[config.mk]
export PLATFORM = sky130hd
export DESIGN_NAME = brc_mark_mem
export DESIGN_NICKNAME = d
export VERILOG_FILES = /design/src/design/assert_macros.svh /design/src/design/brc_pkg.sv /design/src/design/brc_mark_mem.sv
export SDC_FILE = /design/constraint.sdc
export NUM_CORES = 2
export LEC_CHECK = 0
export ABC_AREA = 0
export BUFFER_PORTS_ARGS = -buffer_cell sky130_fd_sc_hd__buf_2
export CORE_ASPECT_RATIO = 1.4
export CORE_MARGIN = 3
export CORE_UTILIZATION = 47
export CTS_CLUSTER_SIZE = 24
export DETAILED_ROUTE_END_ITERATION = 10
export MAX_ROUTING_LAYER = met4
export PLACE_DENSITY = 0.66
export SLEW_MARGIN = 10
export SYNTH_ARGS = -nofsm -noshare
export SYNTH_HDL_FRONTEND = slang
export SYNTH_SLANG_ARGS = --single-unit
[constraint.sdc]
create_clock -name clk -period 1.7 [get_ports clk]
set_clock_uncertainty 0.15 [all_clocks]
set_input_delay 0.34 -clock clk [delete_from_list [all_inputs] [get_ports clk]]
set_output_delay 0.34 -clock clk [all_outputs]
set_load 0.05 [all_outputs]
[src/design/assert_macros.svh]
// Assertion macros used by the sequencer, brc_seq
`ifndef ASSERT_MACROS_SVH
`define ASSERT_MACROS_SVH

`ifndef ASSERT_OFF

`define ASSERT_PROP(lbl, clk, rst_n, prop, msg) \
	lbl: assert property (@(posedge clk) disable iff (!rst_n) prop) else $error(msg);

`define ASSERT_NEVER(lbl, clk, rst_n, cond, msg) \
	lbl: assert property (@(posedge clk) disable iff (!rst_n) !(cond)) else $error(msg);

`else

`define ASSERT_PROP(lbl, clk, rst_n, prop, msg)

`define ASSERT_NEVER(lbl, clk, rst_n, cond, msg)

`endif

`endif

[src/design/brc_pkg.sv]
// Shared constants, types and codes of the rectangle cover block
package brc_pkg;

	localparam int MAX_WIDTH  = 64;
	localparam int MAX_HEIGHT = 64;
	localparam int COL_W      = $clog2(MAX_WIDTH);
	localparam int ROW_W      = $clog2(MAX_HEIGHT);
	localparam int SIZE_W     = 7;
	localparam int CFG_W      = 7;
	localparam int POS_W      = 12;
	localparam int PROD_W     = 13;
	localparam int GRP_SIZE   = 8;
	localparam int NGRP       = MAX_WIDTH / GRP_SIZE;
	localparam int GRP_IDX_W  = $clog2(NGRP);
	localparam int BIT_IDX_W  = $clog2(GRP_SIZE);

	localparam logic [0:0] REG_IMAGE_WIDTH  = 1'b0;
	localparam logic [0:0] REG_IMAGE_HEIGHT = 1'b1;

	typedef enum logic {
		ACT_LOAD    = 1'b0,
		ACT_REQUEST = 1'b1
	} action_t;

	typedef logic [MAX_WIDTH-1:0] row_t;

	typedef struct packed {
		logic             rd_en;
		logic [ROW_W-1:0] rd_addr;
		logic             wr_en;
		logic [ROW_W-1:0] wr_addr;
		row_t             wr_mask;
		row_t             wr_data;
	} img_ctl_t;

	typedef struct packed {
		logic             clr_all;
		logic             rd_en;
		logic [ROW_W-1:0] rd_addr;
		logic             wr_en;
		logic [ROW_W-1:0] wr_addr;
		row_t             wr_data;
	} mark_ctl_t;

	typedef struct packed {
		logic [COL_W-1:0]  x;
		logic [ROW_W-1:0]  y;
		logic [SIZE_W-1:0] width;
		logic [SIZE_W-1:0] height;
		logic              done;
	} rect_t;

endpackage

[src/design/brc_mark_mem.sv]
// Mark store: covered pixels per row, row valid bits give the cleared state
module brc_mark_mem (
	input  logic                clk,
	input  logic                arst_n,
	input  brc_pkg::mark_ctl_t  ctl,
	output brc_pkg::row_t       rd_data
);

	brc_pkg::row_t                 mem [brc_pkg::MAX_HEIGHT];
	logic [brc_pkg::MAX_HEIGHT-1:0] valid_q;
	brc_pkg::row_t                 rd_data_q;
	logic                          rd_valid_q;

	always_ff @(posedge clk or negedge arst_n) begin
		if (!arst_n) begin
			valid_q <= '0;
		end else if (ctl.clr_all) begin
			valid_q <= '0;
		end else if (ctl.wr_en) begin
			valid_q[ctl.wr_addr] <= 1'b1;
		end
	end

	always_ff @(posedge clk) begin
		if (ctl.wr_en) begin
			mem[ctl.wr_addr] <= ctl.wr_data;
		end
		if (ctl.rd_en) begin
			rd_data_q  <= mem[ctl.rd_addr];
			rd_valid_q <= valid_q[ctl.rd_addr];
		end
	end

	assign rd_data = rd_valid_q ? rd_data_q : '0;

endmodule

==> reports/qor.yml <==
grt_pass1_vias: 84760
ant_nets: 0
post_drt_wl_per_cell_um: 37.22
outcome: "finished with violations"
synthTopCellsByArea: "edfxtp_1 (78%), mux4_2 (15%), a22oi_1 (1.2%), dfrtp_1 (1.0%), mux2i_1 (0.60%)"
grt-ovfl-total: 0
grt_pass1_wl_um: 672800
ys.warnings.count: 0
cts_max_path_buffers: 4
cts_root_buf: "clkbuf_16"
period_needed_ns: 2.632
crit_fanout: 33
setup_slack_ns: -0.9317
finalPower_mw: 217.5
finalInstanceArea_um2: 196600
critPathArrivalTime_ns: 2.14
power_frac_comb_pct: 6.0
worstSkewPairLatency_ns: 0.95
r2r_start: "mem[62][54]"
routed_wl_um: 483900
required_ns: 1.21
die_y_um: 695.2
syn_nets: 6902
holdCritPathClass: "in -> reg"
sw_frac_of_total_pct: 21.46
slew_headroom_pct: 12.08
die-area_um2: 346400
worstMarginPinSlew_ns: 1.319
peakVddDrop_mv: 0.8643
h-tree-depth: 5
hold_slack_ns: 0.03204
synth_cells: 6821
failed_checks: "negative setup slack"
final-max-slew-violation-count: 0
r2r_end: "rd_data_q[54]"
gp_congestion: 0.8825
first_iter_violations: 11680
cts_buffers: 380
intPower_mw: 170.9
regToRegSetupSlack_ns: -0.17
start_util_pct: 47.32
grt_usage_pct: 28.73
synth-seq-cells: 4225
timing.final.crit_share_pct: 154.8
syn_avg_cell_area_um2: 23.38
synth.distinct_cells: 36
end_kind: "output port"
die_w_um: 498.3
portBuffers: 144
yosys.area.top_type: "edfxtp_1"
cap_violations: 0
reg2reg_depth: 5
pwr-share-clk_pct: 40.8
synth_edf_count: 4161
grt_max_degree: 65
power_switching_mw: 46.69
drive_above_1_share_pct: 39.41
dpl-instance-area_um2: 181200
setup_violations: 129
rsz0062_at_grt: "yes"
startpoint: "rd_valid_q"
syn_to_final_growth_pct: 23.25
synth-seq-area-share_pct: 79.35
tritoncts: "built"
hpwl_um: 319100
hold_violations: 0
pre_cts_ws_ns: -1.194
cp-start-kind: "flip-flop"
fin_nets: 8309
utilization_pct: 58.32
async_reset_ff_share_pct: 1.515
power_leakage_nw: 63.39
yosysMostFrequentCell: "edfxtp_1"
syn_area_um2: 159500
rows: 252
ios: 145
clkTransAtPathRegs_ns: 0.06
p_seq_share_pct: 53.2
viasPerCell: 6.408
remaining_drc_errors: 0
worstSetupPathType: "reg -> out"
synth.top_cell.area_share_pct: 78.35
cts.sinks: 4225
endpoint: "rd_data[37]"
vias: 83320
synthFlopType: "edfxtp_1"
firstDrtPassIters: 6
core_area_um2: 337100
power.density_nw_per_um2: 1107
grt_antenna_before_repair: 11
clock.fmax_mhz: 380.0
synthTopCellsByCount: "edfxtp_1 (4161), mux4_2 (1039), a22oi_1 (260)"
what timing repair did:
item / in CTS / in global routing
pin swaps: 117 / 63
setup buffers: 1 / 2
hold buffers: 56 / 2
hold endpoints to repair: 2105 / 67
endpoints found under the setup margin: 129 / 130
gates cloned: 1 / 1
resized for setup: 277 / 119
worst max-delay path, cell delays in order (launching register included):
cell and delay (ns):
edfxtp_1 0.38, buf_6 0.15, buf_16 0.15, and2_4 0.26
buf_6 0.14
logic make-up (layout without fill, tap and decap cells):
family	Yosys count	count (layout)	synth area share, %
flip-flops	4225	4225	79.35
other	0	8	0
AO/OA/AOI/OAI	588	588	2.797
buffers and inverters	404	2131	1.167
multiplexers	1136	1136	15.28
AND/OR/NAND/NOR	468	468	1.402
metal layers:
| layer | GRT usage [%] | up-vias | wire length, µm |
|---|---|---|---|
| met2 | 47.51 | 5055 | 247000 |
| met3 | 4.604 | 1096 | 43300 |
| met1 | 35.16 | 44890 | 166900 |
| li1 | - | 32280 | - |
| met5 | - | - | 0 |
| met4 | 12.98 | 0 | 26620 |
per-stage QoR:
step | TNS [ns] | std cells
after floorplan | -6299.59 | 6821
after global placement | -1926.70 | 12240
after detailed placement | -2028.32 | 12240
after CTS | -66.27 | 12990
after global routing | -68.96 | 13000
final | -62.29 | 13000
cells in the final DEF, fill, tap and decap left out, types with 17 or more instances in the layout:
| master | n |
|---|---|
| a211oi_1 | 30 |
| a211oi_2 | 30 |
| a21oi_2 | 18 |
| a22oi_1 | 203 |
| a22oi_2 | 57 |
| and2_1 | 28 |
| and2_4 | 39 |
| buf_12 | 591 |
| buf_2 | 75 |
| buf_4 | 673 |
| buf_6 | 21 |
| bufinv_16 | 52 |
| clkbuf_1 | 53 |
| clkbuf_16 | 388 |
| clkinv_1 | 89 |
| clkinv_2 | 66 |
| clkinvlp_4 | 21 |
| dfrtp_1 | 64 |
| dlygate4sd3_1 | 57 |
| edfxtp_1 | 4161 |
| mux2i_1 | 70 |
| mux2i_2 | 17 |
| mux4_2 | 1039 |
| nand3_1 | 112 |
| nand3_2 | 18 |
| nor2_1 | 142 |
| nor2_2 | 18 |
| nor2_4 | 64 |
| o211a_1 | 65 |
| o221ai_1 | 19 |
| o221ai_2 | 41 |
| o22ai_1 | 44 |
| o22ai_2 | 43 |
power groups by stage:
stage / Combinational [mW] / Clock (mW) / Sequential, mW
finish: 13.0 / 88.7 / 116
global placement: 12.0 / 0 / 118
floorplan: 5.87 / 0 / 118
global route: 13.6 / 93.5 / 116
CTS: 12.8 / 89.6 / 116
detailed placement: 12.2 / 0 / 118
area by class of cell:
type / count / area, µm²
fillers: 23290 / 140500
clock inverters: 259 / 2824
well taps: 4445 / 5562
flip-flops and latches: 4225 / 126600
multi-input cells: 2192 / 33420
diodes: 8 / 20.02
repair buffers: 1425 / 18250
inverters: 4 / 15.01
clock buffers: 443 / 9925
registers in the layout, indices dropped and copies added (netlist names):
signal / flops
valid_q: 64
rd_data_q: 64
mem: 4096
rd_valid_q: 1
worst min-delay path by stage:
stage	start	to	slack (ns)	cells past startpoint
final	ctl[66]	mem[49][63]	0.03	4
after floorplan	arst_n	valid_q[0]	-0.11	0
after CTS	ctl[64]	valid_q[55]	0.001	7
after global routing	ctl[66]	mem[49][63]	0.01	4
after detailed placement	arst_n	valid_q[51]	0.27	1
after global placement	arst_n	valid_q[51]	0.25	1
Note: power is estimated with default switching activity, not from simulation.
