## src/design/assert_macros.svh

```systemverilog
// Assertion macros used by the sequencer, brc_seq
`ifndef ASSERT_MACROS_SVH
`define ASSERT_MACROS_SVH

`ifndef ASSERT_OFF

`define ASSERT_PROP(lbl, clk, rst_n, prop, msg) \
	lbl: assert property (@(posedge clk) disable iff (!rst_n) prop) else $error(msg);

`define ASSERT_NEVER(lbl, clk, rst_n, cond, msg) \
	lbl: assert property (@(posedge clk) disable iff (!rst_n) !(cond)) else $error(msg);

`else

`define ASSERT_PROP(lbl, clk, rst_n, prop, msg)

`define ASSERT_NEVER(lbl, clk, rst_n, cond, msg)

`endif

`endif

```

## src/design/brc_pkg.sv

```systemverilog
// Shared constants, types and codes of the rectangle cover block
package brc_pkg;

	localparam int MAX_WIDTH  = 64;
	localparam int MAX_HEIGHT = 64;
	localparam int COL_W      = $clog2(MAX_WIDTH);
	localparam int ROW_W      = $clog2(MAX_HEIGHT);
	localparam int SIZE_W     = 7;
	localparam int CFG_W      = 7;
	localparam int POS_W      = 12;
	localparam int PROD_W     = 13;
	localparam int GRP_SIZE   = 8;
	localparam int NGRP       = MAX_WIDTH / GRP_SIZE;
	localparam int GRP_IDX_W  = $clog2(NGRP);
	localparam int BIT_IDX_W  = $clog2(GRP_SIZE);

	localparam logic [0:0] REG_IMAGE_WIDTH  = 1'b0;
	localparam logic [0:0] REG_IMAGE_HEIGHT = 1'b1;

	typedef enum logic {
		ACT_LOAD    = 1'b0,
		ACT_REQUEST = 1'b1
	} action_t;

	typedef logic [MAX_WIDTH-1:0] row_t;

	typedef struct packed {
		logic             rd_en;
		logic [ROW_W-1:0] rd_addr;
		logic             wr_en;
		logic [ROW_W-1:0] wr_addr;
		row_t             wr_mask;
		row_t             wr_data;
	} img_ctl_t;

	typedef struct packed {
		logic             clr_all;
		logic             rd_en;
		logic [ROW_W-1:0] rd_addr;
		logic             wr_en;
		logic [ROW_W-1:0] wr_addr;
		row_t             wr_data;
	} mark_ctl_t;

	typedef struct packed {
		logic [COL_W-1:0]  x;
		logic [ROW_W-1:0]  y;
		logic [SIZE_W-1:0] width;
		logic [SIZE_W-1:0] height;
		logic              done;
	} rect_t;

endpackage

```

## src/design/brc_seq.sv

```systemverilog
// Sequencer: pixel loads through a shift-subtract divider, rectangle search and marking
`include "assert_macros.svh"

module brc_seq (
	input  logic                       clk,
	input  logic                       arst_n,
	input  logic                       in_take,
	input  brc_pkg::action_t           in_action,
	input  logic                       in_pixel,
	input  logic [brc_pkg::CFG_W-1:0]  w_eff,
	input  logic [brc_pkg::CFG_W-1:0]  h_eff,
	output logic                       busy,
	output logic                       res_valid,
	output brc_pkg::rect_t             res,
	input  logic                       res_take,
	output brc_pkg::img_ctl_t          img_ctl,
	input  brc_pkg::row_t              img_rd,
	output brc_pkg::mark_ctl_t         mark_ctl,
	input  brc_pkg::row_t              mark_rd,
	output brc_pkg::row_t              fo_vec,
	input  logic                       fo_found,
	input  logic [brc_pkg::COL_W-1:0]  fo_idx
);

	typedef enum logic [12:0] {
		S_IDLE     = 13'b0000000000001,
		S_LD_DIV   = 13'b0000000000010,
		S_LD_WRITE = 13'b0000000000100,
		S_SC_READ  = 13'b0000000001000,
		S_SC_EVAL  = 13'b0000000010000,
		S_SC_FIND  = 13'b0000000100000,
		S_WD_SET   = 13'b0000001000000,
		S_WD_FIND  = 13'b0000010000000,
		S_HT_READ  = 13'b0000100000000,
		S_HT_EVAL  = 13'b0001000000000,
		S_FINISH   = 13'b0010000000000,
		S_DONE     = 13'b0100000000000,
		S_OUT      = 13'b1000000000000
	} state_t;

	localparam int CNT_W = $clog2(brc_pkg::POS_W);

	function automatic brc_pkg::row_t ge_mask(input logic [brc_pkg::SIZE_W-1:0] v);
		brc_pkg::row_t m;
		for (int i = 0; i < brc_pkg::MAX_WIDTH; i++) begin
			m[i] = (brc_pkg::SIZE_W'(i) >= v);
		end
		return m;
	endfunction

	function automatic brc_pkg::row_t lt_mask(input logic [brc_pkg::SIZE_W-1:0] v);
		brc_pkg::row_t m;
		for (int i = 0; i < brc_pkg::MAX_WIDTH; i++) begin
			m[i] = (brc_pkg::SIZE_W'(i) < v);
		end
		return m;
	endfunction

	state_t                        state_q;
	logic [brc_pkg::POS_W-1:0]     load_pos_q;
	logic [brc_pkg::POS_W-1:0]     pos_q;
	logic                          pix_q;
	logic [brc_pkg::POS_W-1:0]     dvd_q;
	logic [brc_pkg::COL_W-1:0]     rem_q;
	logic [brc_pkg::POS_W-1:0]     quo_q;
	logic [CNT_W-1:0]              cnt_q;
	logic [brc_pkg::COL_W-1:0]     scan_col_q;
	logic [brc_pkg::SIZE_W-1:0]    scan_row_q;
	logic [brc_pkg::COL_W-1:0]     rect_x_q;
	logic [brc_pkg::ROW_W-1:0]     rect_y_q;
	logic [brc_pkg::SIZE_W-1:0]    wd_q;
	logic [brc_pkg::SIZE_W-1:0]    ht_q;
	logic [brc_pkg::SIZE_W-1:0]    row_q;
	brc_pkg::row_t                 span_q;
	logic                          done_q;

	logic [brc_pkg::PROD_W-1:0]    total;
	logic [brc_pkg::POS_W-1:0]     pos_start;
	logic [brc_pkg::PROD_W-1:0]    pos_inc;
	logic [brc_pkg::SIZE_W-1:0]    rem_sh;
	logic                          rem_ge;
	logic [brc_pkg::SIZE_W-1:0]    rem_nx;
	brc_pkg::row_t                 wmask;
	brc_pkg::row_t                 cand;
	brc_pkg::row_t                 width_vec;
	logic [brc_pkg::SIZE_W-1:0]    run_end;
	logic                          row_full;

	assign total     = brc_pkg::PROD_W'(w_eff) * brc_pkg::PROD_W'(h_eff);
	assign pos_start = (brc_pkg::PROD_W'(load_pos_q) >= total) ? '0 : load_pos_q;
	assign pos_inc   = brc_pkg::PROD_W'(pos_q) + brc_pkg::PROD_W'(1);
	assign rem_sh    = {rem_q, dvd_q[brc_pkg::POS_W-1]};
	assign rem_ge    = (rem_sh >= w_eff);
	assign rem_nx    = rem_ge ? (rem_sh - w_eff) : rem_sh;
	assign wmask     = brc_pkg::row_t'(1) << rem_q;
	assign cand      = img_rd & ~mark_rd & ge_mask({1'b0, scan_col_q}) & lt_mask(w_eff);
	assign width_vec = (~img_rd & ge_mask({1'b0, rect_x_q})) | ~lt_mask(w_eff);
	assign run_end   = fo_found ? {1'b0, fo_idx} : brc_pkg::SIZE_W'(brc_pkg::MAX_WIDTH);
	assign row_full  = ((img_rd & span_q) == span_q);

	always_comb begin
		img_ctl          = '0;
		mark_ctl         = '0;
		fo_vec           = '0;
		img_ctl.wr_addr  = quo_q[brc_pkg::ROW_W-1:0];
		img_ctl.wr_mask  = wmask;
		img_ctl.wr_data  = pix_q ? wmask : '0;
		mark_ctl.wr_addr = row_q[brc_pkg::ROW_W-1:0];
		mark_ctl.wr_data = mark_rd | span_q;
		unique case (state_q)
			S_IDLE: begin
				mark_ctl.clr_all = in_take && (in_action == brc_pkg::ACT_LOAD) &&
					(pos_start == '0);
			end
			S_LD_WRITE: begin
				img_ctl.wr_en = 1'b1;
			end
			S_SC_READ: begin
				img_ctl.rd_en    = (scan_row_q < h_eff);
				img_ctl.rd_addr  = scan_row_q[brc_pkg::ROW_W-1:0];
				mark_ctl.rd_en   = (scan_row_q < h_eff);
				mark_ctl.rd_addr = scan_row_q[brc_pkg::ROW_W-1:0];
			end
			S_SC_EVAL: begin
				fo_vec = cand;
			end
			S_WD_SET: begin
				fo_vec = width_vec;
			end
			S_HT_READ: begin
				img_ctl.rd_en    = (row_q < h_eff);
				img_ctl.rd_addr  = row_q[brc_pkg::ROW_W-1:0];
				mark_ctl.rd_en   = (row_q < h_eff);
				mark_ctl.rd_addr = row_q[brc_pkg::ROW_W-1:0];
			end
			S_HT_EVAL: begin
				mark_ctl.wr_en = row_full;
			end
			default: begin
			end
		endcase
	end

	always_ff @(posedge clk or negedge arst_n) begin
		if (!arst_n) begin
			state_q    <= S_IDLE;
			load_pos_q <= '0;
			scan_col_q <= '0;
			scan_row_q <= '0;
		end else begin
			unique case (state_q)
				S_IDLE: begin
					if (in_take) begin
						unique case (in_action)
							brc_pkg::ACT_LOAD: begin
								if (pos_start == '0) begin
									scan_col_q <= '0;
									scan_row_q <= '0;
								end
								state_q <= S_LD_DIV;
							end
							brc_pkg::ACT_REQUEST: begin
								state_q <= S_SC_READ;
							end
							default: begin
								state_q <= S_IDLE;
							end
						endcase
					end
				end
				S_LD_DIV: begin
					if (cnt_q == CNT_W'(brc_pkg::POS_W - 1)) begin
						state_q <= S_LD_WRITE;
					end
				end
				S_LD_WRITE: begin
					load_pos_q <= (pos_inc >= total) ? '0 : pos_inc[brc_pkg::POS_W-1:0];
					state_q    <= S_IDLE;
				end
				S_SC_READ: begin
					state_q <= (scan_row_q < h_eff) ? S_SC_EVAL : S_DONE;
				end
				S_SC_EVAL: begin
					if (cand == '0) begin
						scan_row_q <= scan_row_q + brc_pkg::SIZE_W'(1);
						scan_col_q <= '0;
						state_q    <= S_SC_READ;
					end else begin
						state_q <= S_SC_FIND;
					end
				end
				S_SC_FIND: begin
					state_q <= S_WD_SET;
				end
				S_WD_SET: begin
					state_q <= S_WD_FIND;
				end
				S_WD_FIND: begin
					state_q <= S_HT_READ;
				end
				S_HT_READ: begin
					state_q <= (row_q < h_eff) ? S_HT_EVAL : S_FINISH;
				end
				S_HT_EVAL: begin
					state_q <= row_full ? S_HT_READ : S_FINISH;
				end
				S_FINISH: begin
					if (({1'b0, rect_x_q} + brc_pkg::SIZE_W'(1)) < w_eff) begin
						scan_col_q <= rect_x_q + brc_pkg::COL_W'(1);
						scan_row_q <= {1'b0, rect_y_q};
					end else begin
						scan_col_q <= '0;
						scan_row_q <= {1'b0, rect_y_q} + brc_pkg::SIZE_W'(1);
					end
					state_q <= S_OUT;
				end
				S_DONE: begin
					scan_row_q <= h_eff;
					scan_col_q <= '0;
					state_q    <= S_OUT;
				end
				S_OUT: begin
					if (res_take) begin
						state_q <= S_IDLE;
					end
				end
				default: begin
					state_q <= S_IDLE;
				end
			endcase
		end
	end

	always_ff @(posedge clk) begin
		unique case (state_q)
			S_IDLE: begin
				pos_q <= pos_start;
				dvd_q <= pos_start;
				pix_q <= in_pixel;
				rem_q <= '0;
				quo_q <= '0;
				cnt_q <= '0;
			end
			S_LD_DIV: begin
				rem_q <= rem_nx[brc_pkg::COL_W-1:0];
				quo_q <= {quo_q[brc_pkg::POS_W-2:0], rem_ge};
				dvd_q <= {dvd_q[brc_pkg::POS_W-2:0], 1'b0};
				cnt_q <= cnt_q + CNT_W'(1);
			end
			S_SC_FIND: begin
				rect_x_q <= fo_idx;
				rect_y_q <= scan_row_q[brc_pkg::ROW_W-1:0];
			end
			S_WD_FIND: begin
				wd_q   <= run_end - {1'b0, rect_x_q};
				span_q <= ge_mask({1'b0, rect_x_q}) & lt_mask(run_end);
				ht_q   <= '0;
				row_q  <= {1'b0, rect_y_q};
			end
			S_HT_EVAL: begin
				if (row_full) begin
					ht_q  <= ht_q + brc_pkg::SIZE_W'(1);
					row_q <= row_q + brc_pkg::SIZE_W'(1);
				end
			end
			S_FINISH: begin
				done_q <= 1'b0;
			end
			S_DONE: begin
				done_q <= 1'b1;
			end
			default: begin
			end
		endcase
	end

	assign busy      = (state_q != S_IDLE);
	assign res_valid = (state_q == S_OUT);

	always_comb begin
		if (done_q) begin
			res      = '0;
			res.done = 1'b1;
		end else begin
			res.x      = rect_x_q;
			res.y      = rect_y_q;
			res.width  = wd_q;
			res.height = ht_q;
			res.done   = 1'b0;
		end
	end

	`ASSERT_PROP(a_rect_nonempty, clk, arst_n, res_valid && !res.done |-> res.width != '0 && res.height != '0, "rectangle result with zero size")
	`ASSERT_PROP(a_rect_in_cols, clk, arst_n, res_valid && !res.done |-> (8'(res.x) + 8'(res.width)) <= 8'(w_eff), "rectangle runs past the image width")
	`ASSERT_PROP(a_rect_in_rows, clk, arst_n, res_valid && !res.done |-> (8'(res.y) + 8'(res.height)) <= 8'(h_eff), "rectangle runs past the image height")
	`ASSERT_PROP(a_load_row, clk, arst_n, img_ctl.wr_en |-> quo_q < brc_pkg::POS_W'(h_eff), "pixel load row beyond the image")
	`ASSERT_NEVER(a_mark_clear_busy, clk, arst_n, mark_ctl.clr_all && (mark_ctl.wr_en || state_q != S_IDLE), "mark clear outside an idle load")

endmodule

```

## config.mk

```make
export PLATFORM = sky130hd
export DESIGN_NAME = brc_seq
export DESIGN_NICKNAME = d
export VERILOG_FILES = /design/src/design/brc_pkg.sv /design/src/design/brc_seq.sv
export VERILOG_INCLUDE_DIRS = /design/src /design/src/design
export SDC_FILE = /design/constraint.sdc
export NUM_CORES = 1
export LEC_CHECK = 0
export BUFFER_PORTS_ARGS = -buffer_cell sky130_fd_sc_hd__buf_2
export CAP_MARGIN = 5
export CORE_MARGIN = 2
export CORE_UTILIZATION = 49
export DETAILED_ROUTE_END_ITERATION = 7
export GPL_TIMING_DRIVEN = 1
export MAX_ROUTING_LAYER = met4
export PLACE_DENSITY = 0.79
export SYNTH_ARGS = -nofsm -noshare
export SYNTH_HDL_FRONTEND = slang
export SYNTH_SLANG_ARGS = --single-unit
export TNS_END_PERCENT = 20
```

## constraint.sdc

```tcl
create_clock -name clk -period 8.8 [get_ports clk]
set_clock_uncertainty 0.05 [all_clocks]
set_input_delay 0.44 -clock clk [delete_from_list [all_inputs] [get_ports clk]]
set_output_delay 0.44 -clock clk [all_outputs]
set_load 0.005 [all_outputs]
```

==> impl_metrics.env <==
export IMPL_status="complete, but fails checks"
export IMPL_violations="DRC"
export IMPL_start_kind="primary input"
export IMPL_detail_route_antenna_nets=0
export IMPL_period_share=0.7634
export IMPL_synth_top_cells_by_count="nor2_1, nand2_1, inv_1, edfxtp_1, o21ai_0"
export IMPL_rsz0062_at_grt="no"
export IMPL_synth_largest_area_cell="edfxtp_1"
export IMPL_grt_pass1_vias=18000
export IMPL_routed_wirelength_mm=85.26
export IMPL_drc=6
export IMPL_die_y_um=184.1
export IMPL_hold_class="in -> async"
export IMPL_crit_required_ns=8.31
export IMPL_path_depth=25
export IMPL_async_flop_share=0.2147
export IMPL_synth_cell_types=84
export IMPL_grt_pass1_wl_mm=120.0
export IMPL_cts_htree_levels=4
export IMPL_cts_buffers=17
export IMPL_drive_above_1_share=0.2621
export IMPL_antenna_found_initial=9
export IMPL_grt_overflow_total=0
export IMPL_clk_latency_ns=0.48
export IMPL_timing_fmax_mhz=148.9
export IMPL_finalMaxSlewViolations=0
export IMPL_synthCells=1950
export IMPL_fp_dieW_um=184.1
export IMPL_syn_num_nets=2223
export IMPL_synth_seq_cells=177
export IMPL_post_synth_cell_area_avg_um2=8.153
export IMPL_cpPeakStageDelay_ns=0.56
export IMPL_report_power_total_mw=3.736
export IMPL_syn_area_um2=15900
export IMPL_leakage_nw=8.819
export IMPL_synth_top_cell_area_share=0.2626
export IMPL_portBuffers=468
export IMPL_reg2reg_from="rect_x_q[4]$_DFFE_PP_"
export IMPL_critPathTopFamily="adder cells"
export IMPL_vias_per_cell=6.845
export IMPL_clockBufferDepth=2
export IMPL_clkSinkCount=177
export IMPL_yosysMostFrequentCell="nor2_1"
export IMPL_r2r_slack_ns=3.81
export IMPL_cts_repair_resized=0
export IMPL_fp_dieArea_um2=33900
export IMPL_syn_to_final_growth_pct=20.02
export IMPL_synth_area_leaders="edfxtp_1, ha_1, nor2_1"
export IMPL_grt_use_total=0.5112
export IMPL_vdd_drop_max_mv=0.1383
export IMPL_first_pass_iters=8
export IMPL_utilization=0.6016
export IMPL_critPathKind="in -> out"
export IMPL_cp_max_fo=31
export IMPL_synth_yosys_warnings=0
export IMPL_drt_iter0_markers=2877
export IMPL_whs_ns=0.03787
export IMPL_synth_sequential_area_ratio=0.3224
export IMPL_maxCapViolations=0
export IMPL_hpwlAfterDp_mm=65.39
export IMPL_fin_crit_ns=6.718
export IMPL_tritoncts="yes"
export IMPL_worst_path_buf_inv=7
export IMPL_fin_nets=2618
export IMPL_io_pins=469
export IMPL_critPathCapture="mark_ctl[78]"
export IMPL_root_buffer="clkbuf_16"
export IMPL_r2r_end="scan_row_q[5]$_DFFE_PN0P_"
export IMPL_postCtsSetupBuffers=0
export IMPL_finalSetupTns_ns=0
export IMPL_core_area_um2=31720
export IMPL_grt_max_degree=72
export IMPL_synth_flop_cell="edfxtp_1"
export IMPL_tightest_slew_ns=1.479
export IMPL_post_drt_wl_per_cell_um=30.76
export IMPL_clk_pin_slew_ns=0.07
export IMPL_worstSetupStartpoint="w_eff[3]"
export IMPL_maxSlewHeadroom=0.01395
export IMPL_rows=65
export IMPL_hold_viol_final=0
export IMPL_start_util=0.5012
export IMPL_critical_path_arrival_ns=6.23
export IMPL_r2r_cells=13
export IMPL_vias=18980
export IMPL_gp_congestion=1.168
export IMPL_holdBufCountCts=0
export IMPL_pwr_density_cell_nw_per_um2=195.8
export IMPL_synth_edf_count=139
export IMPL_critPathSlowestCell="fa_1"
export IMPL_setup_viol_count_final=0
export IMPL_end_kind="primary output"
export IMPL_worst_path_most_repeated_cell="inv_1"
## area by class of cell
type                    count  area (µm²)
fillers                  2956       12640
multi-input cells        1507        9738
flip-flops and latches    177        5126
repair buffers            491        2519
inverters                 151       566.8
well taps                 402       503.0
clock buffers              18       429.2
clock inverters            14       168.9
diodes                     12       30.03
## worst min path at each step
stage	from	endpoint	slack, ns	cells after the start
2_1_floorplan	arst_n	load_pos_q[0]$_DFFE_PN0P_	0.09	0
3_3_place_gp	dvd_q[0]$_SDFFCE_PP0P_	dvd_q[1]$_DFFE_PP_	0.45	2
3_5_place_dp	dvd_q[9]$_DFFE_PP_	dvd_q[10]$_DFFE_PP_	0.46	2
4_1_cts	arst_n	scan_row_q[6]$_DFFE_PN0P_	0.05	1
5_1_grt	arst_n	scan_col_q[3]$_DFFE_PN0P_	0.09	1
6_report	arst_n	state_q[1]$_DFFE_PN0P_	0.04	1
## where the power goes
| group | internal [mW] | total [mW] | switching, mW | leakage (nW) |
|---|---|---|---|---|
| Sequential | 1.11 | 1.27 | 0.159 | 1.81 |
| Clock | 0.429 | 0.823 | 0.394 | 0.288 |
| Combinational | 0.580 | 1.64 | 1.06 | 6.72 |
## sequential cells by signal (all words and copies together), names as in the netlist
name / cells
rect_y_q: 6
scan_row_q: 7
dvd_q: 12
done_q: 1
wd_q: 7
quo_q: 6
rect_x_q: 6
pix_q: 1
load_pos_q: 12
row_q: 7
ht_q: 7
pos_q: 12
scan_col_q: 6
cnt_q: 4
span_q: 64
state_q: 13
rem_q: 6
## placed cells by master, fill, tap and decap left out, drive strengths merged, types with 52 or more instances in the layout
cell	count
nor2b	52
ha	93
edfxtp	139
or2	63
nand2	154
nor2	308
inv	155
o21ai	122
buf	491
a21oi	90
## worst register-to-register path, delay by kind of cell, from the launching register on
kind                       cells  cell delay, ns
buffers and inverters          2            0.36
and+or+nand+nor                6            2.24
AOI/OAI and AO/OA              4            1.17
adders and majority gates      1            0.22
DFF                            1            0.80
## logic make-up after synthesis
| logic type | Yosys count | share of synthesized area |
|---|---|---|
| flops | 177 | 0.3224 |
| fa+ha+maj | 118 | 0.1047 |
| simple gates | 832 | 0.2590 |
| xor+xnor | 53 | 0.02920 |
| mux | 15 | 0.01031 |
| compound gates | 489 | 0.2061 |
| buf+inv | 266 | 0.06823 |
## metal layers
layer  vias to the layer above  share of wire  GRT usage
met5                         -              0          -
met4                         0           0.11     0.4509
met3                       583           0.12     0.1606
met2                      1740           0.44     0.7845
met1                      8830           0.33     0.5303
li1                       7822              -          -
## metrics by stage
stage / instances / worst slack (ns) / area (µm²)
after floorplan: 1950 / 2.599 / 15900
after global placement: 2727 / 2.027 / 18440
after detailed placement: 2727 / 1.802 / 18440
after CTS: 2759 / 2.148 / 19040
after global routing: 2769 / 1.627 / 19070
final: 2772 / 2.082 / 19080
Power figures use the tool's default switching activity.
