`src/design/assert_macros.svh`:
```
// Assertion macros used by the sequencer, brc_seq
`ifndef ASSERT_MACROS_SVH
`define ASSERT_MACROS_SVH

`ifndef ASSERT_OFF

`define ASSERT_PROP(lbl, clk, rst_n, prop, msg) \
	lbl: assert property (@(posedge clk) disable iff (!rst_n) prop) else $error(msg);

`define ASSERT_NEVER(lbl, clk, rst_n, cond, msg) \
	lbl: assert property (@(posedge clk) disable iff (!rst_n) !(cond)) else $error(msg);

`else

`define ASSERT_PROP(lbl, clk, rst_n, prop, msg)

`define ASSERT_NEVER(lbl, clk, rst_n, cond, msg)

`endif

`endif

```
`src/design/brc_pkg.sv`:
```
// Shared constants, types and codes of the rectangle cover block
package brc_pkg;

	localparam int MAX_WIDTH  = 64;
	localparam int MAX_HEIGHT = 64;
	localparam int COL_W      = $clog2(MAX_WIDTH);
	localparam int ROW_W      = $clog2(MAX_HEIGHT);
	localparam int SIZE_W     = 7;
	localparam int CFG_W      = 7;
	localparam int POS_W      = 12;
	localparam int PROD_W     = 13;
	localparam int GRP_SIZE   = 8;
	localparam int NGRP       = MAX_WIDTH / GRP_SIZE;
	localparam int GRP_IDX_W  = $clog2(NGRP);
	localparam int BIT_IDX_W  = $clog2(GRP_SIZE);

	localparam logic [0:0] REG_IMAGE_WIDTH  = 1'b0;
	localparam logic [0:0] REG_IMAGE_HEIGHT = 1'b1;

	typedef enum logic {
		ACT_LOAD    = 1'b0,
		ACT_REQUEST = 1'b1
	} action_t;

	typedef logic [MAX_WIDTH-1:0] row_t;

	typedef struct packed {
		logic             rd_en;
		logic [ROW_W-1:0] rd_addr;
		logic             wr_en;
		logic [ROW_W-1:0] wr_addr;
		row_t             wr_mask;
		row_t             wr_data;
	} img_ctl_t;

	typedef struct packed {
		logic             clr_all;
		logic             rd_en;
		logic [ROW_W-1:0] rd_addr;
		logic             wr_en;
		logic [ROW_W-1:0] wr_addr;
		row_t             wr_data;
	} mark_ctl_t;

	typedef struct packed {
		logic [COL_W-1:0]  x;
		logic [ROW_W-1:0]  y;
		logic [SIZE_W-1:0] width;
		logic [SIZE_W-1:0] height;
		logic              done;
	} rect_t;

endpackage

```
`src/design/brc_first_one.sv`:
```
// Search for the lowest set bit of a row: registered group search, then bit search
module brc_first_one (
	input  logic                      clk,
	input  brc_pkg::row_t             vec,
	output logic                      found,
	output logic [brc_pkg::COL_W-1:0] idx
);

	function automatic logic [brc_pkg::BIT_IDX_W-1:0] first_bit(
		input logic [brc_pkg::GRP_SIZE-1:0] v);
		logic [brc_pkg::BIT_IDX_W-1:0] r;
		r = '0;
		for (int i = brc_pkg::GRP_SIZE - 1; i >= 0; i--) begin
			if (v[i]) begin
				r = brc_pkg::BIT_IDX_W'(i);
			end
		end
		return r;
	endfunction

	function automatic logic [brc_pkg::GRP_IDX_W-1:0] first_grp(
		input logic [brc_pkg::NGRP-1:0] v);
		logic [brc_pkg::GRP_IDX_W-1:0] r;
		r = '0;
		for (int i = brc_pkg::NGRP - 1; i >= 0; i--) begin
			if (v[i]) begin
				r = brc_pkg::GRP_IDX_W'(i);
			end
		end
		return r;
	endfunction

	logic [brc_pkg::NGRP-1:0]      grp_nz;
	logic [brc_pkg::GRP_IDX_W-1:0] grp;
	logic                          any_s1;
	logic [brc_pkg::GRP_IDX_W-1:0] grp_s1;
	logic [brc_pkg::GRP_SIZE-1:0]  byte_s1;

	always_comb begin
		for (int g = 0; g < brc_pkg::NGRP; g++) begin
			grp_nz[g] = |vec[g*brc_pkg::GRP_SIZE +: brc_pkg::GRP_SIZE];
		end
	end

	assign grp = first_grp(grp_nz);

	always_ff @(posedge clk) begin
		any_s1  <= |grp_nz;
		grp_s1  <= grp;
		byte_s1 <= vec[grp*brc_pkg::GRP_SIZE +: brc_pkg::GRP_SIZE];
	end

	assign found = any_s1;
	assign idx   = {grp_s1, first_bit(byte_s1)};

endmodule

```
`config.mk`:
```
export PLATFORM = sky130hd
export DESIGN_NAME = brc_first_one
export DESIGN_NICKNAME = d
export VERILOG_FILES = /design/src/design/assert_macros.svh /design/src/design/brc_pkg.sv /design/src/design/brc_first_one.sv
export SDC_FILE = /design/constraint.sdc
export NUM_CORES = 1
export LEC_CHECK = 0
export BUFFER_PORTS_ARGS = -buffer_cell sky130_fd_sc_hd__clkbuf_2
export CAP_MARGIN = 40
export CORE_MARGIN = 2
export CORE_UTILIZATION = 40
export CTS_BUF_LIST = sky130_fd_sc_hd__clkbuf_16
export CTS_CLUSTER_DIAMETER = 60
export DETAILED_ROUTE_END_ITERATION = 6
export MAX_ROUTING_LAYER = met4
export PLACE_DENSITY = 0.8
export SETUP_SLACK_MARGIN = 0.1
export SLEW_MARGIN = 20
export SYNTH_ARGS = -nofsm -noshare
export SYNTH_HDL_FRONTEND = slang
export SYNTH_SLANG_ARGS = --single-unit
```
`constraint.sdc`:
```
create_clock -name clk -period 6.4 [get_ports clk]
set_clock_uncertainty 0.1 [all_clocks]
set_input_delay 1.28 -clock clk [delete_from_list [all_inputs] [get_ports clk]]
set_output_delay 1.28 -clock clk [all_outputs]
set_load 0.02 [all_outputs]
```
==> results of run 1 <==
[cell usage in the layout (no fill, tap or decap), drive strengths merged]
cell type and instances:
o221a 3, nor3 3, o211ai 4, inv 5
o21a 5, a2111oi 1, buf 1, or4 9
a221oi 1, o21bai 1, a21oi 30, clkinv 1
clkbuf 74, nor2 5, nand3 1, nand4bb 1
nand4 2, nor4bb 1, and4bb 1, nand2 3
dfxtp 12, o221ai 5, or2 2, o41ai 1
a21o 6, nor4 10
[per-layer routing]
metal	vias up	global-route usage, %	routed length [um]
li1	625	-	-
met1	579	28.7	1340
met2	57	44.2	1590
met3	6	2.54	192
met4	0	8.97	69
met5	-	-	0
[kinds of logic (layout without fill, tap and decap cells)]
group	after synthesis	in the layout	synth area share, %
buffers and inverters	9	81	4.97
AND/OR/NAND/NOR	38	38	26.4
AO/OA/AOI/OAI	57	57	43.5
flip-flops	12	12	25.1
[critical path, stage by stage]
cell and delay, ns:
clkbuf_2 0.09, or4_1 0.62, nor4bb_2 0.76, o41ai_4 0.23, nand2_4 0.18, or2_1 0.26
o221ai_1 0.16
[flip-flops by register name (all words and copies together), names as in the netlist]
name and count:
byte_s1 8, found 1, grp_s1 3
[power by group through the flow]
| stage | combinational [W] | sequential [W] | clock (W) |
|---|---|---|---|
| global route | 0.0000495 | 0.0000800 | 0.000116 |
| global placement | 0.0000427 | 0.0000808 | 0 |
| CTS | 0.0000445 | 0.0000795 | 0.000114 |
| finish | 0.0000450 | 0.0000795 | 0.000114 |
| floorplan | 0.0000159 | 0.0000805 | 0 |
| detailed placement | 0.0000442 | 0.0000809 | 0 |
[per-stage QoR]
stage               hold WS (ns)  cells  utilization (%)  setup slack (ns)  total power, W
floorplan                   1.29    116                -              3.00       0.0000963
global placement            1.40    212             59.3              2.34        0.000124
detailed placement          1.41    212             59.6              2.59        0.000125
CTS                         1.16    216             63.1              2.83        0.000238
global route                1.18    216             63.1              2.64        0.000246
finish                      1.17    216             63.1              2.82        0.000238
[how the worst max path moves through the flow]
stage	start	end	slack, ns
final	vec[25]	byte_s1[5]	2.82
after floorplan	vec[37]	byte_s1[0]	3.00
after detailed placement	vec[25]	byte_s1[0]	2.59
after global routing	vec[29]	byte_s1[5]	2.64
after global placement	vec[25]	byte_s1[0]	2.34
after CTS	vec[25]	byte_s1[5]	2.83
[layout make-up]
type / instances / area (um2)
Timing Repair Buffer: 72 / 363
Clock inverter: 1 / 3.75
Clock buffer: 3 / 75.1
Tap cell: 28 / 35.0
Fill cell: 188 / 823
Inverter: 5 / 18.8
Sequential cell: 12 / 240
Multi-Input combinational cell: 95 / 674
==> flow_metrics.py, run 1 <==
metrics = {
    "yosys": {
        "synth_cells": 116,
        "synth.area.top_cells": "dfxtp_1 (25%), a21oi_1 (15%), nor4_1 (6.5%), or4_1 (6.3%), a21o_1 (4.7%)",
        "synth_area_leader_cell": "dfxtp_1",
        "ys_types": 30,
        "yosysWarnings": 0,
        "syn_avg_cell_area_um2": 8.24,
        "ys_ff_latch": 12,
        "yosysTopAreaCellShare_pct": 25.1,
        "synth-seq-area-share_pct": 25.1,
        "synth_most_common_cell": "a21oi_1",
        "synth_common_cells": "a21oi_1 (29), dfxtp_1 (12), nor4_1 (10), or4_1 (8), a21o_1 (6)",
        "synth_edf_count": 0,
        "synth_area_um2": 956,
        "ys_async_sr_fraction_pct": 0,
        "synth_nets": 181,
        "synth_ff_type": "dfxtp_1",
    },
    "route": {
        "dr.pass1.iters": 4,
        "drtIter0Drc": 36,
        "wl_um": 3190,
        "via_per_inst": 5.87,
        "vias": 1267,
        "drc": 0,
        "wl_per_cell_um": 14.8,
        "drtAntennaViolNets": 0,
    },
    "power": {
        "pwr-share-comb_pct": 18.9,
        "clockPowerShare_pct": 47.7,
        "p_sw_share_pct": 22.8,
        "p_seq_share_pct": 33.4,
        "powerDensity_mw_per_mm2": 169,
        "leakage_nw": 0.650,
        "p_sw_w": 0.0000544,
        "peakVddDrop_mv": 0.139,
        "p_int_w": 0.000184,
    },
    "global_routing": {
        "grt_max_degree": 25,
        "grt_pass1_wl_um": 4980,
        "grt_pass1_vias": 1190,
        "antenna_found_initial": 0,
        "grtUsageTotal_pct": 24.8,
        "grt_overflow": 0,
    },
    "floorplan": {
        "die_w_um": 52.9,
        "fp.dieH_um": 52.9,
        "coreArea_mm2": 0.00223,
        "io_pins": 72,
        "floorplan.rows": 17,
        "dieArea_mm2": 0.00280,
        "start_util_pct": 42.8,
    },
    "clock_network": {
        "htree_levels": 1,
        "ctsResizeCount": 0,
        "cts_hold_buffers": 0,
        "clockRootBuffer": "clkbuf_16",
        "cts_tree": "done",
        "clk_pin_slew_worst_paths_ns": 0.04,
        "clock_sinks": 12,
        "cts_setup_buffers": 0,
        "cts_buffers": 3,
        "cts_buffer_depth": 2,
    },
    "critical_path": {
        "critPathCaptureType": "flip-flop",
        "critPathMaxFanout": 10,
        "crit_type": "in2reg",
        "cp.arrival_ns": 3.57,
        "startpoint_type": "primary input",
        "required_ns": 6.39,
    },
    "layout": {
        "syn_to_final_growth_pct": 47.5,
        "drive_gt1_share_pct": 44.1,
        "final_nets": 254,
        "n_antenna_cell": 0,
        "fin_area_mm2": 0.00141,
    },
    "timing": {
        "rsz0062_at_grt": "no",
        "slew_headroom_pct": 44.8,
        "fin_crit_ns": 3.58,
        "final_max_slew_viol_count": 0,
        "setup_violations": 0,
        "tns_ns": 0,
        "fmax_mhz": 279,
        "finalCritPeriodShare_pct": 55.9,
        "tightest_slew_ns": 0.816,
        "finalHoldViolations": 0,
    },
    "status": {
        "status": "finished, final reports clean",
    },
    "job": {
        "max_cap_viol_count": 0,
    },
    "hold_path": {
        "whs_endpoint": "byte_s1[4]",
        "min_delay_path_depth": 3,
        "hold_start": "vec[4]",
        "hold_class": "in2reg",
    },
    "placement": {
        "dp_hpwl_um": 2760,
        "gp_congestion": 0.932,
        "numPortBuffers": 71,
        "dpl_cell_area_mm2": 0.00133,
    },
}
Note: power is estimated with default switching activity, not from simulation.
==> run 2, diff against run 1 <==
clock period = 3.4 ns   (was 6.4 ns; I/O delays follow)
==> run 2 against run 1 <==
Effect of this change:
- critical path depth up 1
- die area unchanged
- critical path type unchanged
- first-iteration DRC count rose by 42%
- flip-flop and latch count stayed put
- highest routed layer unchanged
- combinational power up 89%
- setup slack lost 2.2 ns
- via count is 2.9% higher
- final area rose by 1.2%
==> flow_metrics.py, run 2 (synthesized netlist as in run 1, its figures left out) <==
metrics = {
    "status": {
        "status": "finished, final reports clean",
    },
    "layout": {
        "final_nets": 257,
        "largest_reg_flops": 8,
        "syn_to_final_growth_pct": 49.2,
        "multi_input_area_um2": 668,
        "final_cell_mix": "clkbuf_2 (71), a21oi_1 (29), dfxtp_1 (12)",
        "n_antenna_cell": 0,
        "registers.top_by_ff_count": "byte_s1",
        "nFillCells": 204,
        "drive_gt1_share_pct": 44.5,
        "fin_area_mm2": 0.00143,
        "seqCellArea_um2": 240,
        "layout_commonest_cell": "clkbuf_2",
    },
    "clock_network": {
        "clock_sinks": 12,
        "htree_levels": 1,
        "clockRootBuffer": "clkbuf_16",
        "cts_tree": "done",
        "cts_buffers": 3,
        "clk_pin_slew_worst_paths_ns": 0.04,
        "ctsResizeCount": 0,
        "cts_hold_buffers": 0,
        "cts_buffer_depth": 2,
        "cts_setup_buffers": 0,
    },
    "timing": {
        "fmax_mhz": 359,
        "finalCritPeriodShare_pct": 81.9,
        "setup_violations": 0,
        "rsz0062_at_grt": "no",
        "finalHoldViolations": 0,
        "fin_crit_ns": 2.79,
        "slew_headroom_pct": 60.2,
        "final_max_slew_viol_count": 0,
        "tns_ns": 0,
        "tightest_slew_ns": 0.592,
    },
    "floorplan": {
        "die_w_um": 52.9,
        "io_pins": 72,
        "fp.dieH_um": 52.9,
        "dieArea_mm2": 0.00280,
        "floorplan.rows": 17,
        "start_util_pct": 42.8,
        "coreArea_mm2": 0.00223,
    },
    "job": {
        "max_cap_viol_count": 0,
    },
    "critical_path": {
        "critical-path-slowest-cell": "or4_1",
        "max_stage_delay_ns": 0.60,
        "path_cells": "clkbuf_2 -> or4_1 -> nand4bb_1 -> a2111oi_4 -> buf_4 -> a21oi_1 -> o211ai_1 -> o221a_1",
        "required_ns": 3.48,
        "crit_type": "in2reg",
        "cp.arrival_ns": 2.86,
        "startpoint_type": "primary input",
        "critPathMaxFanout": 24,
        "critPathCaptureType": "flip-flop",
    },
    "global_routing": {
        "grtUsageTotal_pct": 25.9,
        "grt_overflow": 0,
        "grt_pass1_wl_um": 5100,
        "grt_max_degree": 25,
        "grt_pass1_vias": 1200,
        "antenna_found_initial": 0,
    },
    "placement": {
        "gp_congestion": 0.921,
        "dpl_cell_area_mm2": 0.00135,
        "dp_hpwl_um": 2770,
        "numPortBuffers": 71,
    },
    "route": {
        "via_per_inst": 5.95,
        "wl_per_cell_um": 15.0,
        "wl_um": 3280,
        "vias": 1304,
        "drtAntennaViolNets": 0,
        "drtIter0Drc": 51,
        "drc": 0,
        "dr.pass1.iters": 4,
    },
    "power": {
        "leakage_nw": 0.667,
        "power.total_w": 0.000444,
        "powerDensity_mw_per_mm2": 311,
        "peakVddDrop_mv": 0.234,
    },
    "hold_path": {
        "hold_class": "in2reg",
    },
}
[run 2: changes by cell type in the layout (fill, tap and decap cells not counted)]
cell | before | now
buf_4 | 1 | 4
nor4bb_2 | 1 | 0
nor4bb_1 | 0 | 1
[run 2: stage by stage]
stage                     hold slack [ns]  instances  util (%)  setup slack (ns)
after floorplan                     0.685        116         -             0.600
after global routing                0.580        219      63.9             0.522
after global placement              0.812        215      60.3             0.455
after detailed placement            0.811        215      60.3             0.399
final                               0.574        219      63.9             0.614
after CTS                           0.574        219      63.9             0.643
[run 2: final timing paths]
check               start    endpoint  slack (ns)  cells after the start
hold / removal     vec[6]  byte_s1[6]        0.57                      3
setup / recovery  vec[25]  byte_s1[3]        0.61                      8
[run 2: layer usage]
metal	share of wire (%)	up-vias	track usage, %
met5	0	-	-
met4	1.5	0	8.12
met3	8.5	7	3.67
met2	48	75	45.6
met1	41	587	30.3
li1	-	635	-
[run 2: cell type report]
| cell class | instances | area share [%] |
|---|---|---|
| repair buffers | 75 | 27.0 |
| well taps | 28 | 2.46 |
| flip-flops and latches | 12 | 16.8 |
| multi-input cells | 95 | 46.8 |
| clock inverters | 1 | 0.263 |
| clock buffers | 3 | 5.26 |
| inverters | 5 | 1.32 |
[run 2: worst max-delay path: cells and delay by family]
| family | cells | cell delay, ns |
|---|---|---|
| buffers and inverters | 2 | 0.43 |
| AO/OA/AOI/OAI | 4 | 0.86 |
| AND/OR/NAND/NOR | 2 | 0.89 |
[run 2: power breakdown]
part / total, W / internal [W] / switching, W
Clock: 0.000209 / 0.000154 / 0.0000547
Combinational: 0.0000850 / 0.0000446 / 0.0000404
Sequential: 0.000150 / 0.000147 / 0.00000341
==> run 3, diff against run 2 <==
CORE_UTILIZATION = 36   (was 40)
PLACE_DENSITY = 0.76   (was 0.8)
clock period = 2.5 ns   (was 3.4 ns; I/O delays follow)
==> run 3 against run 2 <==
Effect of this change:
- final area grew 9.7%
- global-route usage is 1.7 points lower
- hold slack worse by 0.18 ns
- critical path type unchanged
- wire length rose by 12%
- highest routed layer unchanged
==> flow_metrics.py, run 3 (synthesized netlist as in run 1, its figures left out) <==
metrics = {
    "route": {
        "route.met2.wl_um": 1810,
        "routed.top_layer": "met4",
        "drtIter0Drc": 37,
        "vias": 1349,
        "drc": 0,
        "dr.pass1.iters": 4,
        "wl_per_cell_um": 16.1,
        "wl_met3_um": 231,
        "drtAntennaViolNets": 0,
        "wl_met1_um": 1540,
        "wl_um": 3680,
        "via_per_inst": 5.89,
    },
    "clock_network": {
        "clock_sinks": 12,
        "cts_buffers": 3,
        "clockRootBuffer": "clkbuf_16",
        "cts_tree": "done",
        "clk_pin_slew_worst_paths_ns": 0.04,
        "htree_levels": 1,
        "cts_hold_buffers": 0,
        "cts_buffer_depth": 2,
    },
    "timing": {
        "tightest_slew_ns": 0.428,
        "final_max_slew_viol_count": 0,
        "finalHoldViolations": 0,
        "setup_violations": 0,
        "fin_crit_ns": 2.37,
        "fmax_mhz": 421,
        "slew_headroom_pct": 71.2,
        "finalCritPeriodShare_pct": 95.0,
        "rsz0062_at_grt": "yes",
        "tns_ns": 0,
        "worst_hold_slack_ns": 0.390,
    },
    "placement": {
        "dp_hpwl_um": 3150,
        "dpl_cell_area_mm2": 0.00142,
        "dp_cells": 224,
        "gp_congestion": 0.920,
        "numPortBuffers": 71,
    },
    "critical_path": {
        "crit_type": "in2reg",
        "cp.arrival_ns": 2.43,
        "critPathMaxFanout": 6,
        "critPathCaptureType": "flip-flop",
        "required_ns": 2.55,
        "startpoint_type": "primary input",
    },
    "layout": {
        "syn_to_final_growth_pct": 63.7,
        "fin_area_mm2": 0.00157,
        "stdcell_count": 229,
        "registers.top_by_ff_count": "byte_s1",
        "final_nets": 265,
        "n_antenna_cell": 0,
        "drive_gt1_share_pct": 51.8,
        "nFillCells": 221,
        "largest_reg_flops": 8,
        "layout_commonest_cell": "clkbuf_2",
        "final_cell_mix": "clkbuf_2 (71), a21oi_1 (29), dfxtp_1 (12)",
    },
    "power": {
        "powerDensity_mw_per_mm2": 395,
        "peakVddDrop_mv": 0.324,
        "leakage_nw": 0.735,
    },
    "hold_path": {
        "min_delay_path_depth": 3,
        "hold_class": "in2reg",
    },
    "job": {
        "max_cap_viol_count": 0,
    },
    "floorplan": {
        "dieArea_mm2": 0.00308,
        "floorplan.rows": 18,
        "io_pins": 72,
        "coreArea_mm2": 0.00250,
        "fp.dieH_um": 55.5,
        "start_util_pct": 38.2,
        "die_w_um": 55.5,
    },
    "global_routing": {
        "grtUsageTotal_pct": 24.2,
        "grt_pass1_wl_um": 5910,
        "antenna_found_initial": 0,
        "grt_pass1_vias": 1365,
        "grt_overflow": 0,
        "grt_max_degree": 16,
    },
    "status": {
        "status": "finished, final reports clean",
    },
}
run 3: changes by cell type in the layout (fill, tap and decap cells not counted), moves of 2 or more:
cell / change
or4_4: +4
or4_1: -4
buf_6: +2
nor4_1: -2
o221ai_2: +2
o221ai_1: -2
buf_4: +6
run 3: timing repair:
action	in CTS	in global routing
resized for setup	2	8
cloned	0	0
endpoints found under the setup margin	4	7
pin swaps	0	1
buffers inserted	0	1
run 3: path summary, 6_finish.rpt:
path	start	to	slack (ns)
setup / recovery	vec[34]	byte_s1[6]	0.13
hold / removal	vec[5]	byte_s1[5]	0.39
run 3: final cells by class:
| cell class | instances | area, um2 | share of cell area (%) |
|---|---|---|---|
| multi-input combinational | 95 | 737 | 47.1 |
| sequential | 12 | 240 | 15.3 |
| clock buffer | 3 | 75.1 | 4.80 |
| inverter | 5 | 18.8 | 1.20 |
| tap | 30 | 37.5 | 2.40 |
| timing repair buffer | 83 | 453 | 28.9 |
| clock inverter | 1 | 3.75 | 0.240 |
run 3: where the power goes:
group / switching [W] / internal, W
Combinational: 0.0000577 / 0.0000639
Clock: 0.0000817 / 0.000210
Sequential: 0.00000473 / 0.000199
run 3: routing by layer:
layer / track usage [%] / vias up
met3: 4.22 / 13
met5: - / -
met1: 28.5 / 613
li1: - / 648
met2: 40.1 / 75
met4: 10.8 / 0
run 3: through the flow:
stage	worst slack [ns]	power, W	util (%)
after floorplan	0.00395	0.000248	-
after global placement	-0.162	0.000320	56.8
after detailed placement	-0.152	0.000324	56.8
after CTS	0.109	0.000616	60.6
after global routing	0.0647	0.000646	62.6
final	0.126	0.000618	62.6
run 3: worst max-delay path, cell delays in order:
cell and delay [ns]:
clkbuf_2 0.09, or4_4 0.56, or2_4 0.30, o41ai_4 0.32, nand2_4 0.08, or2_4 0.27, buf_4 0.15, o221ai_1 0.15
